[src/rtl/esfm_pkg.sv]
package esfm_pkg;

	// History geometry
	localparam int HIST_DEPTH = 64;
	localparam int RISE_LAG   = 30;
	localparam int SLOT_W     = $clog2(HIST_DEPTH);
	localparam int LAG_MOD    = RISE_LAG % HIST_DEPTH;

	localparam logic [SLOT_W-1:0] LAST_SLOT = SLOT_W'(HIST_DEPTH - 1);
	localparam logic [SLOT_W-1:0] LAG_OFS   = SLOT_W'(LAG_MOD);
	localparam logic [SLOT_W:0]   LAG_BACK  = (SLOT_W+1)'(HIST_DEPTH - LAG_MOD);

	// Drain threshold: per-sample limit times (depth - 1)
	localparam int PROD_W = 10 + SLOT_W;
	localparam int CMP_W  = PROD_W + 1;
	localparam logic [PROD_W-1:0] DRAIN_SPAN = PROD_W'(HIST_DEPTH - 1);

	// Fixed range limits
	localparam logic signed [9:0]  THROTTLE_MAX = 10'sd100;
	localparam logic [11:0]        PRESS_MIN    = 12'd800;
	localparam logic [11:0]        PRESS_MAX    = 12'd1100;
	localparam logic signed [12:0] INTAKE_MIN   = -13'sd400;
	localparam logic signed [12:0] INTAKE_MAX   = 13'sd1200;

	// Register reset values
	localparam logic signed [12:0] MAX_WATER_RST  = 13'sd1000;
	localparam logic [14:0]        MIN_BATT_RST   = 15'd11500;
	localparam logic [12:0]        RISE_LIMIT_RST = 13'd100;
	localparam logic [9:0]         DRAIN_RST      = 10'd10;
	localparam logic [15:0]        PERIOD_RST     = 16'd1000;

	localparam int CFG_IDX_W  = 3;
	localparam int CFG_DATA_W = 16;

	typedef enum logic [CFG_IDX_W-1:0] {
		CFG_MAX_WATER  = 3'd0,
		CFG_MIN_BATT   = 3'd1,
		CFG_RISE_LIMIT = 3'd2,
		CFG_DRAIN      = 3'd3,
		CFG_PERIOD     = 3'd4
	} cfg_reg_t;

	typedef enum logic [2:0] {
		FAULT_NONE     = 3'd0,
		FAULT_WATER    = 3'd1,
		FAULT_BATTERY  = 3'd2,
		FAULT_KNOCK    = 3'd3,
		FAULT_THROTTLE = 3'd4,
		FAULT_PRESSURE = 3'd5,
		FAULT_INTAKE   = 3'd6
	} fault_t;

	typedef struct packed {
		logic [31:0]        now_ms;
		logic signed [12:0] water_temp;
		logic [14:0]        battery_mv;
		logic               knock;
		logic signed [9:0]  throttle_pct;
		logic [11:0]        pressure;
		logic signed [12:0] intake_temp;
	} sample_t;

	typedef struct packed {
		logic signed [12:0] overheat_limit;
		logic [14:0]        min_battery_mv;
		logic [12:0]        temp_rise_limit;
		logic [9:0]         drain_per_sample_mv;
		logic [15:0]        sample_period_ms;
	} cfg_t;

	typedef struct packed {
		logic signed [12:0] newest_temp;
		logic signed [12:0] lagged_temp;
		logic [14:0]        newest_batt;
		logic [14:0]        oldest_batt;
	} hist_t;

endpackage

[src/rtl/esfm_sample_if.sv]
interface esfm_sample_if;
	logic               valid;
	logic               ready;
	logic [31:0]        now_ms;
	logic signed [12:0] water_temp;
	logic [14:0]        battery_mv;
	logic               knock;
	logic signed [9:0]  throttle_pct;
	logic [11:0]        pressure;
	logic signed [12:0] intake_temp;

	modport source (
		output valid, now_ms, water_temp, battery_mv, knock, throttle_pct, pressure,
			intake_temp,
		input  ready
	);
	modport sink (
		input  valid, now_ms, water_temp, battery_mv, knock, throttle_pct, pressure,
			intake_temp,
		output ready
	);
endinterface

[src/rtl/esfm_result_if.sv]
interface esfm_result_if;
	logic       valid;
	logic       ready;
	logic [2:0] fault_code;

	modport source (output valid, fault_code, input ready);
	modport sink (input valid, fault_code, output ready);
endinterface

[src/rtl/esfm_history.sv]
module esfm_history (
	input  logic             clk,
	input  logic             arst_n,
	input  logic             advance,
	input  esfm_pkg::sample_t smp,
	input  logic [15:0]      period,
	output esfm_pkg::hist_t  hist
);
	import esfm_pkg::*;

	logic [SLOT_W-1:0]     slot_q;
	logic [31:0]           last_ms_q;
	logic [HIST_DEPTH-1:0] fill_q;
	logic signed [12:0]    newest_temp_q;
	logic [14:0]           newest_batt_q;

	logic signed [12:0] temp_mem [HIST_DEPTH];
	logic [14:0]        batt_mem [HIST_DEPTH];

	logic signed [12:0] lag_rd_s2;
	logic [14:0]        old_rd_s2;
	logic               lag_vld_s2;
	logic               old_vld_s2;

	logic [31:0]       elapsed;
	logic              upd;
	logic [SLOT_W-1:0] slot_inc;
	logic [SLOT_W-1:0] slot_dec;
	logic [SLOT_W-1:0] newest_idx;
	logic [SLOT_W-1:0] oldest_idx;
	logic [SLOT_W:0]   lag_sum;
	logic [SLOT_W-1:0] lag_idx;

	// Sample timing: update when the elapsed time reaches the period
	assign elapsed = smp.now_ms - last_ms_q;
	assign upd     = (elapsed >= {16'd0, period});

	// Slot arithmetic modulo the history depth
	assign slot_inc   = (slot_q == LAST_SLOT) ? '0 : slot_q + 1'b1;
	assign slot_dec   = (slot_q == '0) ? LAST_SLOT : slot_q - 1'b1;
	assign newest_idx = upd ? slot_q : slot_dec;
	assign oldest_idx = upd ? slot_inc : slot_q;
	assign lag_sum    = ({1'b0, newest_idx} >= {1'b0, LAG_OFS})
		? {1'b0, newest_idx} - {1'b0, LAG_OFS}
		: {1'b0, newest_idx} + LAG_BACK;
	assign lag_idx    = lag_sum[SLOT_W-1:0];

	// Control state and newest entry, which stays in flops
	always_ff @(posedge clk or negedge arst_n) begin
		if (!arst_n) begin
			slot_q        <= '0;
			last_ms_q     <= '0;
			fill_q        <= '0;
			newest_temp_q <= '0;
			newest_batt_q <= '0;
		end else if (advance && upd) begin
			slot_q          <= slot_inc;
			last_ms_q       <= smp.now_ms;
			fill_q[slot_q]  <= 1'b1;
			newest_temp_q   <= smp.water_temp;
			newest_batt_q   <= smp.battery_mv;
		end
	end

	// Ring writes
	always_ff @(posedge clk) begin
		if (advance && upd) begin
			temp_mem[slot_q] <= smp.water_temp;
			batt_mem[slot_q] <= smp.battery_mv;
		end
	end

	// Registered ring reads at the post-update slots
	always_ff @(posedge clk) begin
		if (advance) begin
			lag_rd_s2 <= temp_mem[lag_idx];
			old_rd_s2 <= batt_mem[oldest_idx];
		end
	end

	always_ff @(posedge clk or negedge arst_n) begin
		if (!arst_n) begin
			lag_vld_s2 <= 1'b0;
			old_vld_s2 <= 1'b0;
		end else if (advance) begin
			lag_vld_s2 <= fill_q[lag_idx];
			old_vld_s2 <= fill_q[oldest_idx];
		end
	end

	// Unwritten slots read as zero; a lag of a whole ring lands on the newest
	always_comb begin
		hist.newest_temp = newest_temp_q;
		hist.newest_batt = newest_batt_q;
		hist.oldest_batt = old_vld_s2 ? old_rd_s2 : '0;
		if (LAG_MOD == 0)
			hist.lagged_temp = newest_temp_q;
		else
			hist.lagged_temp = lag_vld_s2 ? lag_rd_s2 : '0;
	end

endmodule

[src/rtl/esfm_classify.sv]
module esfm_classify (
	input  esfm_pkg::sample_t smp,
	input  esfm_pkg::cfg_t    cfg,
	input  esfm_pkg::hist_t   hist,
	output esfm_pkg::fault_t  code
);
	import esfm_pkg::*;

	logic signed [13:0]      rise;
	logic signed [13:0]      rise_lim;
	logic signed [15:0]      drop;
	logic signed [CMP_W-1:0] drop_x;
	logic [PROD_W-1:0]       drain_lim;
	logic signed [CMP_W-1:0] drain_x;
	logic                    rise_hit;
	logic                    drain_hit;

	// Trend checks
	assign rise      = 14'(hist.newest_temp) - 14'(hist.lagged_temp);
	assign rise_lim  = $signed({1'b0, cfg.temp_rise_limit});
	assign rise_hit  = (rise > rise_lim);

	assign drop      = $signed({1'b0, hist.oldest_batt}) - $signed({1'b0, hist.newest_batt});
	assign drop_x    = CMP_W'(drop);
	assign drain_lim = PROD_W'(cfg.drain_per_sample_mv) * DRAIN_SPAN;
	assign drain_x   = $signed({1'b0, drain_lim});
	assign drain_hit = (drop_x > drain_x);

	// First fault in priority order
	always_comb begin
		if (smp.water_temp > cfg.overheat_limit)
			code = FAULT_WATER;
		else if (smp.battery_mv < cfg.min_battery_mv)
			code = FAULT_BATTERY;
		else if (smp.knock)
			code = FAULT_KNOCK;
		else if (smp.throttle_pct < 10'sd0 || smp.throttle_pct > THROTTLE_MAX)
			code = FAULT_THROTTLE;
		else if (smp.pressure < PRESS_MIN || smp.pressure > PRESS_MAX)
			code = FAULT_PRESSURE;
		else if (smp.intake_temp < INTAKE_MIN || smp.intake_temp > INTAKE_MAX)
			code = FAULT_INTAKE;
		else if (rise_hit)
			code = FAULT_WATER;
		else if (drain_hit)
			code = FAULT_BATTERY;
		else
			code = FAULT_NONE;
	end

endmodule

[src/rtl/engine_sensor_fault_monitor_top.sv]
// Engine sensor fault monitor. Each sample transaction yields one fault_code transaction,
// and a new sample is taken every cycle while the result side is ready. Stage 1 registers
// the sample; at the move to stage 2 the 32-bit elapsed-time compare decides whether water
// temperature and battery voltage enter the two ring histories, and each ring's single read
// port is read at its lag or oldest slot; stage 2 classifies and the result register holds
// the code. The rings read as zero after reset at once through per-slot fill flags, with no
// clearing pass. Configuration writes take effect at the next edge and are meant for idle
// periods.
module engine_sensor_fault_monitor_top (
	input  logic                                clk,
	input  logic                                arst_n,
	esfm_sample_if.sink                         sample,
	esfm_result_if.source                       result,
	input  logic                                cfg_we,
	input  logic [esfm_pkg::CFG_IDX_W-1:0]      cfg_idx,
	input  logic [esfm_pkg::CFG_DATA_W-1:0]     cfg_wdata
);
	import esfm_pkg::*;

	cfg_t    cfg_q;
	logic    vld_s1;
	sample_t smp_s1;
	logic    vld_s2;
	sample_t smp_s2;
	logic    vld_s3;
	fault_t  code_s3;

	logic    ld2;
	logic    ld3;
	logic    advance;
	sample_t smp_in;
	hist_t   hist;
	fault_t  code;

	// Configuration registers
	always_ff @(posedge clk or negedge arst_n) begin
		if (!arst_n) begin
			cfg_q.overheat_limit      <= MAX_WATER_RST;
			cfg_q.min_battery_mv      <= MIN_BATT_RST;
			cfg_q.temp_rise_limit     <= RISE_LIMIT_RST;
			cfg_q.drain_per_sample_mv <= DRAIN_RST;
			cfg_q.sample_period_ms    <= PERIOD_RST;
		end else if (cfg_we) begin
			unique case (cfg_idx)
				CFG_MAX_WATER:  cfg_q.overheat_limit      <= $signed(cfg_wdata[12:0]);
				CFG_MIN_BATT:   cfg_q.min_battery_mv      <= cfg_wdata[14:0];
				CFG_RISE_LIMIT: cfg_q.temp_rise_limit     <= cfg_wdata[12:0];
				CFG_DRAIN:      cfg_q.drain_per_sample_mv <= cfg_wdata[9:0];
				CFG_PERIOD:     cfg_q.sample_period_ms    <= cfg_wdata;
				default: ;
			endcase
		end
	end

	// Pipeline flow control
	assign ld3          = !vld_s3 || result.ready;
	assign ld2          = !vld_s2 || ld3;
	assign advance      = vld_s1 && ld2;
	assign sample.ready = !vld_s1 || ld2;

	assign smp_in.now_ms       = sample.now_ms;
	assign smp_in.water_temp   = sample.water_temp;
	assign smp_in.battery_mv   = sample.battery_mv;
	assign smp_in.knock        = sample.knock;
	assign smp_in.throttle_pct = sample.throttle_pct;
	assign smp_in.pressure     = sample.pressure;
	assign smp_in.intake_temp  = sample.intake_temp;

	// Valid bits
	always_ff @(posedge clk or negedge arst_n) begin
		if (!arst_n) begin
			vld_s1 <= 1'b0;
			vld_s2 <= 1'b0;
			vld_s3 <= 1'b0;
		end else begin
			if (sample.ready)
				vld_s1 <= sample.valid;
			if (ld2)
				vld_s2 <= vld_s1;
			if (ld3)
				vld_s3 <= vld_s2;
		end
	end

	// Payload stages
	always_ff @(posedge clk) begin
		if (sample.ready && sample.valid)
			smp_s1 <= smp_in;
		if (advance)
			smp_s2 <= smp_s1;
		if (ld3 && vld_s2)
			code_s3 <= code;
	end

	esfm_history u_history (
		.clk     (clk),
		.arst_n  (arst_n),
		.advance (advance),
		.smp     (smp_s1),
		.period  (cfg_q.sample_period_ms),
		.hist    (hist)
	);

	esfm_classify u_classify (
		.smp  (smp_s2),
		.cfg  (cfg_q),
		.hist (hist),
		.code (code)
	);

	assign result.valid      = vld_s3;
	assign result.fault_code = code_s3;

endmodule

[src/flat_wrapper.sv]
// flat-port wrapper written by rule: the top's interface ports become plain ports
module engine_sensor_fault_monitor_top_flat import esfm_pkg::*;
  (clk, arst_n, cfg_we, cfg_idx, cfg_wdata, sample_valid, sample_now_ms, sample_water_temp, sample_battery_mv, sample_knock, sample_throttle_pct, sample_pressure, sample_intake_temp, sample_ready, result_valid, result_fault_code, result_ready);
  esfm_sample_if sample_i ();
  esfm_result_if result_i ();
  input  logic clk;
  input  logic arst_n;
  input  logic cfg_we;
  input  logic [esfm_pkg::CFG_IDX_W-1:0] cfg_idx;
  input  logic [esfm_pkg::CFG_DATA_W-1:0] cfg_wdata;
  input wire logic [$bits(sample_i.valid)-1:0] sample_valid;
  input wire logic [$bits(sample_i.now_ms)-1:0] sample_now_ms;
  input wire logic [$bits(sample_i.water_temp)-1:0] sample_water_temp;
  input wire logic [$bits(sample_i.battery_mv)-1:0] sample_battery_mv;
  input wire logic [$bits(sample_i.knock)-1:0] sample_knock;
  input wire logic [$bits(sample_i.throttle_pct)-1:0] sample_throttle_pct;
  input wire logic [$bits(sample_i.pressure)-1:0] sample_pressure;
  input wire logic [$bits(sample_i.intake_temp)-1:0] sample_intake_temp;
  output wire logic [$bits(sample_i.ready)-1:0] sample_ready;
  output wire logic [$bits(result_i.valid)-1:0] result_valid;
  output wire logic [$bits(result_i.fault_code)-1:0] result_fault_code;
  input wire logic [$bits(result_i.ready)-1:0] result_ready;
  assign sample_i.valid = sample_valid;
  assign sample_i.now_ms = sample_now_ms;
  assign sample_i.water_temp = sample_water_temp;
  assign sample_i.battery_mv = sample_battery_mv;
  assign sample_i.knock = sample_knock;
  assign sample_i.throttle_pct = sample_throttle_pct;
  assign sample_i.pressure = sample_pressure;
  assign sample_i.intake_temp = sample_intake_temp;
  assign sample_ready = sample_i.ready;
  assign result_valid = result_i.valid;
  assign result_fault_code = result_i.fault_code;
  assign result_i.ready = result_ready;
  engine_sensor_fault_monitor_top u_core (.clk(clk), .arst_n(arst_n), .sample(sample_i), .result(result_i), .cfg_we(cfg_we), .cfg_idx(cfg_idx), .cfg_wdata(cfg_wdata));
endmodule
[config.mk]
export PLATFORM = sky130hd
export DESIGN_NAME = engine_sensor_fault_monitor_top_flat
export DESIGN_NICKNAME = d
export VERILOG_FILES = /design/src/rtl/esfm_pkg.sv /design/src/rtl/esfm_sample_if.sv /design/src/rtl/esfm_result_if.sv /design/src/rtl/esfm_history.sv /design/src/rtl/esfm_classify.sv /design/src/rtl/engine_sensor_fault_monitor_top.sv /design/src/flat_wrapper.sv
export SDC_FILE = /design/constraint.sdc
export NUM_CORES = 2
export LEC_CHECK = 0
export BUFFER_PORTS_ARGS = -buffer_cell sky130_fd_sc_hd__buf_2
export CORE_UTILIZATION = 60
export DETAILED_ROUTE_END_ITERATION = 6
export PLACE_DENSITY = 0.87
export SETUP_SLACK_MARGIN = 0.1
export SLEW_MARGIN = 0
export SYNTH_ARGS = -nofsm -noshare
export SYNTH_HDL_FRONTEND = slang
export SYNTH_SLANG_ARGS = --single-unit
[constraint.sdc]
create_clock -name clk -period 10.9 [get_ports clk]
set_input_delay 1.635 -clock clk [delete_from_list [all_inputs] [get_ports clk]]
set_output_delay 1.635 -clock clk [all_outputs]
set_load 0.01 [all_outputs]
# Word level (Yosys, flattened, before mapping)
# Memories as Yosys holds them, arrays and structs flattened. A register that Yosys moved wholly into a read port is not among the register bits.
# Index checks and enable logic that the tools add are counted.
op_classes:
  n_addsub: 7
  mul: 1
  order_cmp: 16
  eq_ne: 5
  muxes: 22
  n_bitwise: 1
  n_reduce_logical: 22
op_table:
  columns: ["cell", "n"]
  rows:
  - ["64-bit bitwise OR", 1]
  - ["32-bit by 16-bit >= comparator with 1-bit output", 1]
  - ["32-bit subtractor", 1]
  - ["6-bit two-way mux", 5]
  - ["6-bit by 7-bit < comparator with 1-bit output (second input constant)", 3]
  - ["16-bit by 17-bit greater-than comparator with 1-bit output", 1]
  - ["10-bit by 6-bit multiplier with 16-bit output (second input constant)", 1]
  - ["15-bit by 15-bit subtractor with 16-bit output", 1]
  - ["15-bit < comparator", 1]
  - ["15-bit two-way mux", 1]
  - ["14-bit greater-than comparator", 1]
  - ["13-bit by 13-bit subtractor with 14-bit output", 1]
  - ["13-bit by 12-bit greater-than comparator with 1-bit output (second input constant)", 1]
  - ["13-bit greater-than comparator", 1]
  - ["13-bit by 10-bit < comparator with 1-bit output (second input constant)", 1]
  - ["13-bit two-way mux", 1]
  - ["1-bit binary-select mux with 6-bit select", 2]
  - ["12-bit by 11-bit greater-than comparator with 1-bit output (second input constant)", 1]
  - ["12-bit by 10-bit < comparator with 1-bit output (second input constant)", 1]
  - ["10-bit by 8-bit greater-than comparator with 1-bit output (second input constant)", 1]
  - ["10-bit by 1-bit < comparator with 1-bit output (second input constant)", 1]
  - ["2-bit AND reduction", 5]
  - ["3-bit two-way mux", 3]
  - ["2-bit two-way mux", 4]
  - ["18 further kinds", 34]
totals:
  ff_bits: 365
  mem_bits_rw: 1792
  word_cells: 106
  memories: 2
mem_list:
  columns: ["memory", "words", "word_bits", "rd", "rd_clocked_by_memory_dff", "write_ports", "line", "source"]
  rows:
  - ["u_core.u_history.batt_mem", 64, 15, 1, 1, 1, "esfm_history.sv:18", "logic [14:0] batt_mem [HIST_DEPTH];"]
  - ["u_core.u_history.temp_mem", 64, 13, 1, 1, 1, "esfm_history.sv:17", "logic signed [12:0] temp_mem [HIST_DEPTH];"]

# Logic depth before layout (Yosys ltp)
depth:
  depth_word: 10
  ltp_mapped: 35
  depth_no_buf: 30

# Cells and area by module
# A second synthesis with hierarchy kept.
hier_totals:
  cells_unflattened: 6185
  area_unflattened_um2: 94162.8
by_module_without_submodules:
  columns: ["mod", "n_inst", "cells_each", "area_per_inst_um2"]
  rows:
  - ["esfm_history", 1, 5297, 81318.0]
  - ["engine_sensor_fault_monitor_top", 1, 353, 8680.8]
  - ["esfm_classify", 1, 535, 4164.0]

# Worst setup path before layout
# Ideal clock, no wire load.
synth_timing:
  kind: "reg2reg"
  start: "register u_core.u_history.last_ms_q[0]"
  end: "register u_core.u_history.lag_rd_s2[11] (read register of u_core.u_history.temp_mem) (data pin)"
  arrival_time_ns: 6.294
  t_required_ns: 10.632
  setup_slack_ns: 4.337
  stages_incl_launch_ff: 32
  n_path_buf: 4
  cell_sequence: "dfrtp_1 > ha_1 > fa_1 > nand2b_1 > a21o_1 > a22o_1 > o21ai_0 > a21oi_1 > xnor2_1 > ha_1 > nor2b_1 > o21ai_0 > nand2_1 > nor4_1 > nor4b_1 > o2111ai_1 > nor3_4 > buf_4 > nor2_1 > a21oi_1 > inv_2 > clkbuf_1 > clkbuf_1 > ha_1 > or4_4 > o211ai_4 > nor2_4 > buf_2 > a32oi_1 > o221ai_1 > a21oi_1 > o22ai_1"
synth_via:
  elab_chain_len: 5
  word_cells_on_any_way: 7
  cone_classes: "add/sub (3); order compare (2); mux (2)"
synth_lines:
  columns: ["element", "line", "source"]
  rows:
  - ["start, declared", "esfm_history.sv:12", "logic [31:0] last_ms_q;"]
  - ["start signal, assigned", "esfm_history.sv:58", "last_ms_q <= smp.now_ms;"]
  - ["32-bit subtractor (*)", "esfm_history.sv:35", "assign elapsed = smp.now_ms - last_ms_q;"]
  - ["32-bit by 16-bit >= comparator with 1-bit output (*)", "esfm_history.sv:36", "assign upd = (elapsed >= {16'd0, period});"]
  - ["6-bit two-way mux (*)", "esfm_history.sv:41", "assign newest_idx = upd ? slot_q : slot_dec;"]
  - ["6-bit adder (tied with other cells)", "esfm_history.sv:45", ": {1'b0, newest_idx} + LAG_BACK;"]
  - ["6-bit two-way mux (*)", "esfm_history.sv:44", "? {1'b0, newest_idx} - {1'b0, LAG_OFS}"]
  - ["end, declared", "esfm_history.sv:20", "logic signed [12:0] lag_rd_s2;"]
# Mark *: on every way between the ends. The rest lies on a longest branch, timed or not.
# A chain may end at the register's enable or synchronous reset.

# Final worst setup path
layout_timing:
  start: "register u_core.u_history.last_ms_q[0]"
  end: "register u_core.u_history.lag_rd_s2[4] (read register of u_core.u_history.temp_mem) (data pin)"
# The elaborated chain is that of the path after synthesis.

==> flow_summary.yaml <==
logic_synthesis:
  synth_common_cells: "edfxtp_1, nand2_1, nand3_1"
  ys_seq_area_share_pct: 69.9
  yosysMostFrequentCell: "edfxtp_1"
  synth_cell_types: 89
  synth_area_leaders: "edfxtp_1, nand2_1, dfrtp_1"
  syn_nets: 7431
  synth_area_um2: 92500
  synth_flop_cell: "edfxtp_1"
  ys_ff_latch: 2185
  yosys.area.top_type: "edfxtp_1"
  synth.top_cell.area_share_pct: 64.4
  synth_cells: 7125
  avgSynthCellArea_um2: 13.0
  ys_warn_count: 0
  synth-edff-count: 1983
  ys_async_sr_fraction_pct: 9.24
floorplanning:
  ios: 125
  placeableCoreArea_um2: 152000
  dieWidth_um: 395
  rows: 143
  die_height_um: 395
  die_area_um2: 156000
  initial_core_util_pct: 60.7
routing:
  ant_nets: 0
  routedWlPerCell_um: 26.6
  num_vias: 61459
  viasPerCell: 6.57
  drt_wl_total_um: 249000
  drt_iter0_drc: 9244
  drc: 0
  dr.pass1.iters: 7
clock_tree:
  clkSlewWorstSetupHoldPaths_ns: 0.06
  cts-buffers-inserted: 202
  cts_root_buffer: "clkbuf_16"
  postCtsSetupRepairBufs: 0
  clk_latency_ns: 0.85
  h-tree-depth: 4
  cts-resized-gates: 0
  clkSinkCount: 2185
  cts_tree: "built"
  postCtsHoldBufs: 0
  cts_buffer_depth: 3
flow_run:
  maxCapViolCount: 0
cells_and_area:
  syn_to_final_growth_pct: 10.2
  finalNetCount: 7457
  layout-drive-gt1-share_pct: 10.2
setup_path:
  cpLargestDelayFamily: "compound AO/OA/AOI/OAI gates"
  worstSetupPathType: "reg2reg"
  path_buf_inv: 4
  critPathMaxFanout: 90
  start_kind: "flop"
  cpMaxStageDelayCell: "buf_4"
  reg2reg_from: "u_core.u_history.last_ms_q[0]"
  critPathMaxStageDelay_ns: 0.81
  crit_path_end_kind: "flop"
  cp.arrival_ns: 9.58
  required_ns: 11.57
  crit_start: "u_core.u_history.last_ms_q[0]"
sta:
  setup_tns_ns: 0
  finalCritPeriodShare_pct: 81.7
  finalHoldViolations: 0
  finalMaxSlewViolations: 0
  rsz0062_at_grt: "false"
  hold_slack_ns: 0.418
  tightest_slew_ns: 1.43
  max_freq_mhz: 112
  skew_ns: 0.0315
  finalCriticalPeriod_ns: 8.91
  relSlewSlack_pct: 4.62
  setup_violations: 0
status:
  status: "completed"
global_routing:
  grt_util_met1_pct: 41.3
  grt_pass1_wl_um: 371000
  grt_use_met2_pct: 50.1
  grtUsageMet3_pct: 6.67
  track_usage_pct: 31.6
  grt.overflow.total: 0
  grt.busiest_layer: "met2"
  grt_max_degree: 180
  antenna_found_initial: 10
  first_global_vias: 60443
power_and_ir_drop:
  leakagePower_uw: 0.0374
  ir_drop_mv: 0.448
  power.total_uw: 28300
  pwr_density_cell_nw_per_um2: 278
placement:
  routabilityCongestion: 0.946
  numPortBuffers: 124
  dp_hpwl_um: 142000
min_path:
  hp-class: "reg2reg"
  min_from: "u_core.smp_s1[24]"
-- stage by stage --
stage          setup slack (ns)  util, %  instance area (um^2)  instances
2_1_floorplan              4.34        -                 92500       7125
3_3_place_gp               2.50     62.6                 95500       8977
3_5_place_dp               2.26     62.6                 95500       8977
4_1_cts                    2.10     66.9                102000       9348
5_1_grt                    1.40     66.9                102000       9348
6_report                   1.99     66.9                102000       9353
-- power by group --
| group | internal, uW | switching [uW] | total, uW |
|---|---|---|---|
| combinational | 3680 | 7580 | 11300 |
| sequential | 9750 | 309 | 10100 |
| clock | 3900 | 3080 | 6980 |
| total | 17300 | 11000 | 28300 |
-- state kept, by name (all words and copies together) (netlist names), 3 cells and up --
register / cells
u_core.u_history.last_ms_q: 32
u_core.result.fault_code: 3
u_core.smp_s1: 96
u_core.u_history.old_rd_s2: 15
u_core.u_history.newest_batt_q: 15
u_core.cfg_q: 67
u_core.smp_s2: 64
u_core.u_history.temp_mem: 832
u_core.u_history.batt_mem: 960
u_core.u_history.newest_temp_q: 13
u_core.u_history.fill_q: 64
u_core.u_history.lag_rd_s2: 13
u_core.u_history.slot_q: 6
-- worst paths after layout --
check / cells past startpoint / slack (ns) / end
max in group asynchronous: 2 / 8.69 / u_core.cfg_q[1]
setup reg to reg: 29 / 1.99 / u_core.u_history.lag_rd_s2[4]
hold reg to reg: 0 / 0.42 / u_core.smp_s2[24]
hold / removal: 0 / 0.42 / u_core.smp_s2[24]
min in group asynchronous: 1 / 0.77 / u_core.u_history.last_ms_q[20]
setup / recovery: 29 / 1.99 / u_core.u_history.lag_rd_s2[4]
-- routing by layer --
layer	part of all wire, %	wire length, um
met1	36	88900
met5	0.0052	13
met4	5.8	14400
met3	12	28700
met2	47	117000
-- layout by cell type, fill, tap and decap left out, types with 50 or more instances in the layout --
| cell type | count |
|---|---|
| edfxtp_1 | 1983 |
| nand2_1 | 1781 |
| nand3_1 | 562 |
| mux2i_1 | 340 |
| clkbuf_16 | 206 |
| inv_1 | 188 |
| dfrtp_1 | 177 |
| o21ai_0 | 161 |
| ha_1 | 158 |
| and3_1 | 139 |
| a311oi_1 | 137 |
| buf_2 | 123 |
| a21oi_1 | 113 |
| buf_4 | 99 |
| nor2_1 | 67 |
| or2_2 | 66 |
| nor2_4 | 63 |
| o211ai_1 | 61 |
| nand4_1 | 55 |
| nor3_1 | 55 |
| a31oi_1 | 54 |
| clkinv_1 | 50 |
-- cell families (layout without fill, tap and decap cells) --
family	Yosys count	in the layout	synth area share, %
AND/OR/NAND/NOR	2911	2911	13.7
flip-flops	2185	2185	69.9
AO/OA/AOI/OAI	799	799	6.09
buffers and inverters	605	798	2.76
multiplexers	386	386	4.30
adder cells (fa/ha/maj)	186	186	2.74
XOR/XNOR	53	53	0.518
other	0	5	0
-- final cells by class --
class | instances | area, um^2
flip-flops and latches | 2185 | 64600
clock inverters | 129 | 1150
multi-input cells | 4335 | 25900
repair buffers | 236 | 1630
well taps | 2030 | 2540
inverters | 191 | 724
clock buffers | 242 | 5310
diodes | 5 | 12.5
fillers | 9649 | 50500
Note: power is estimated with default switching activity, not from simulation.
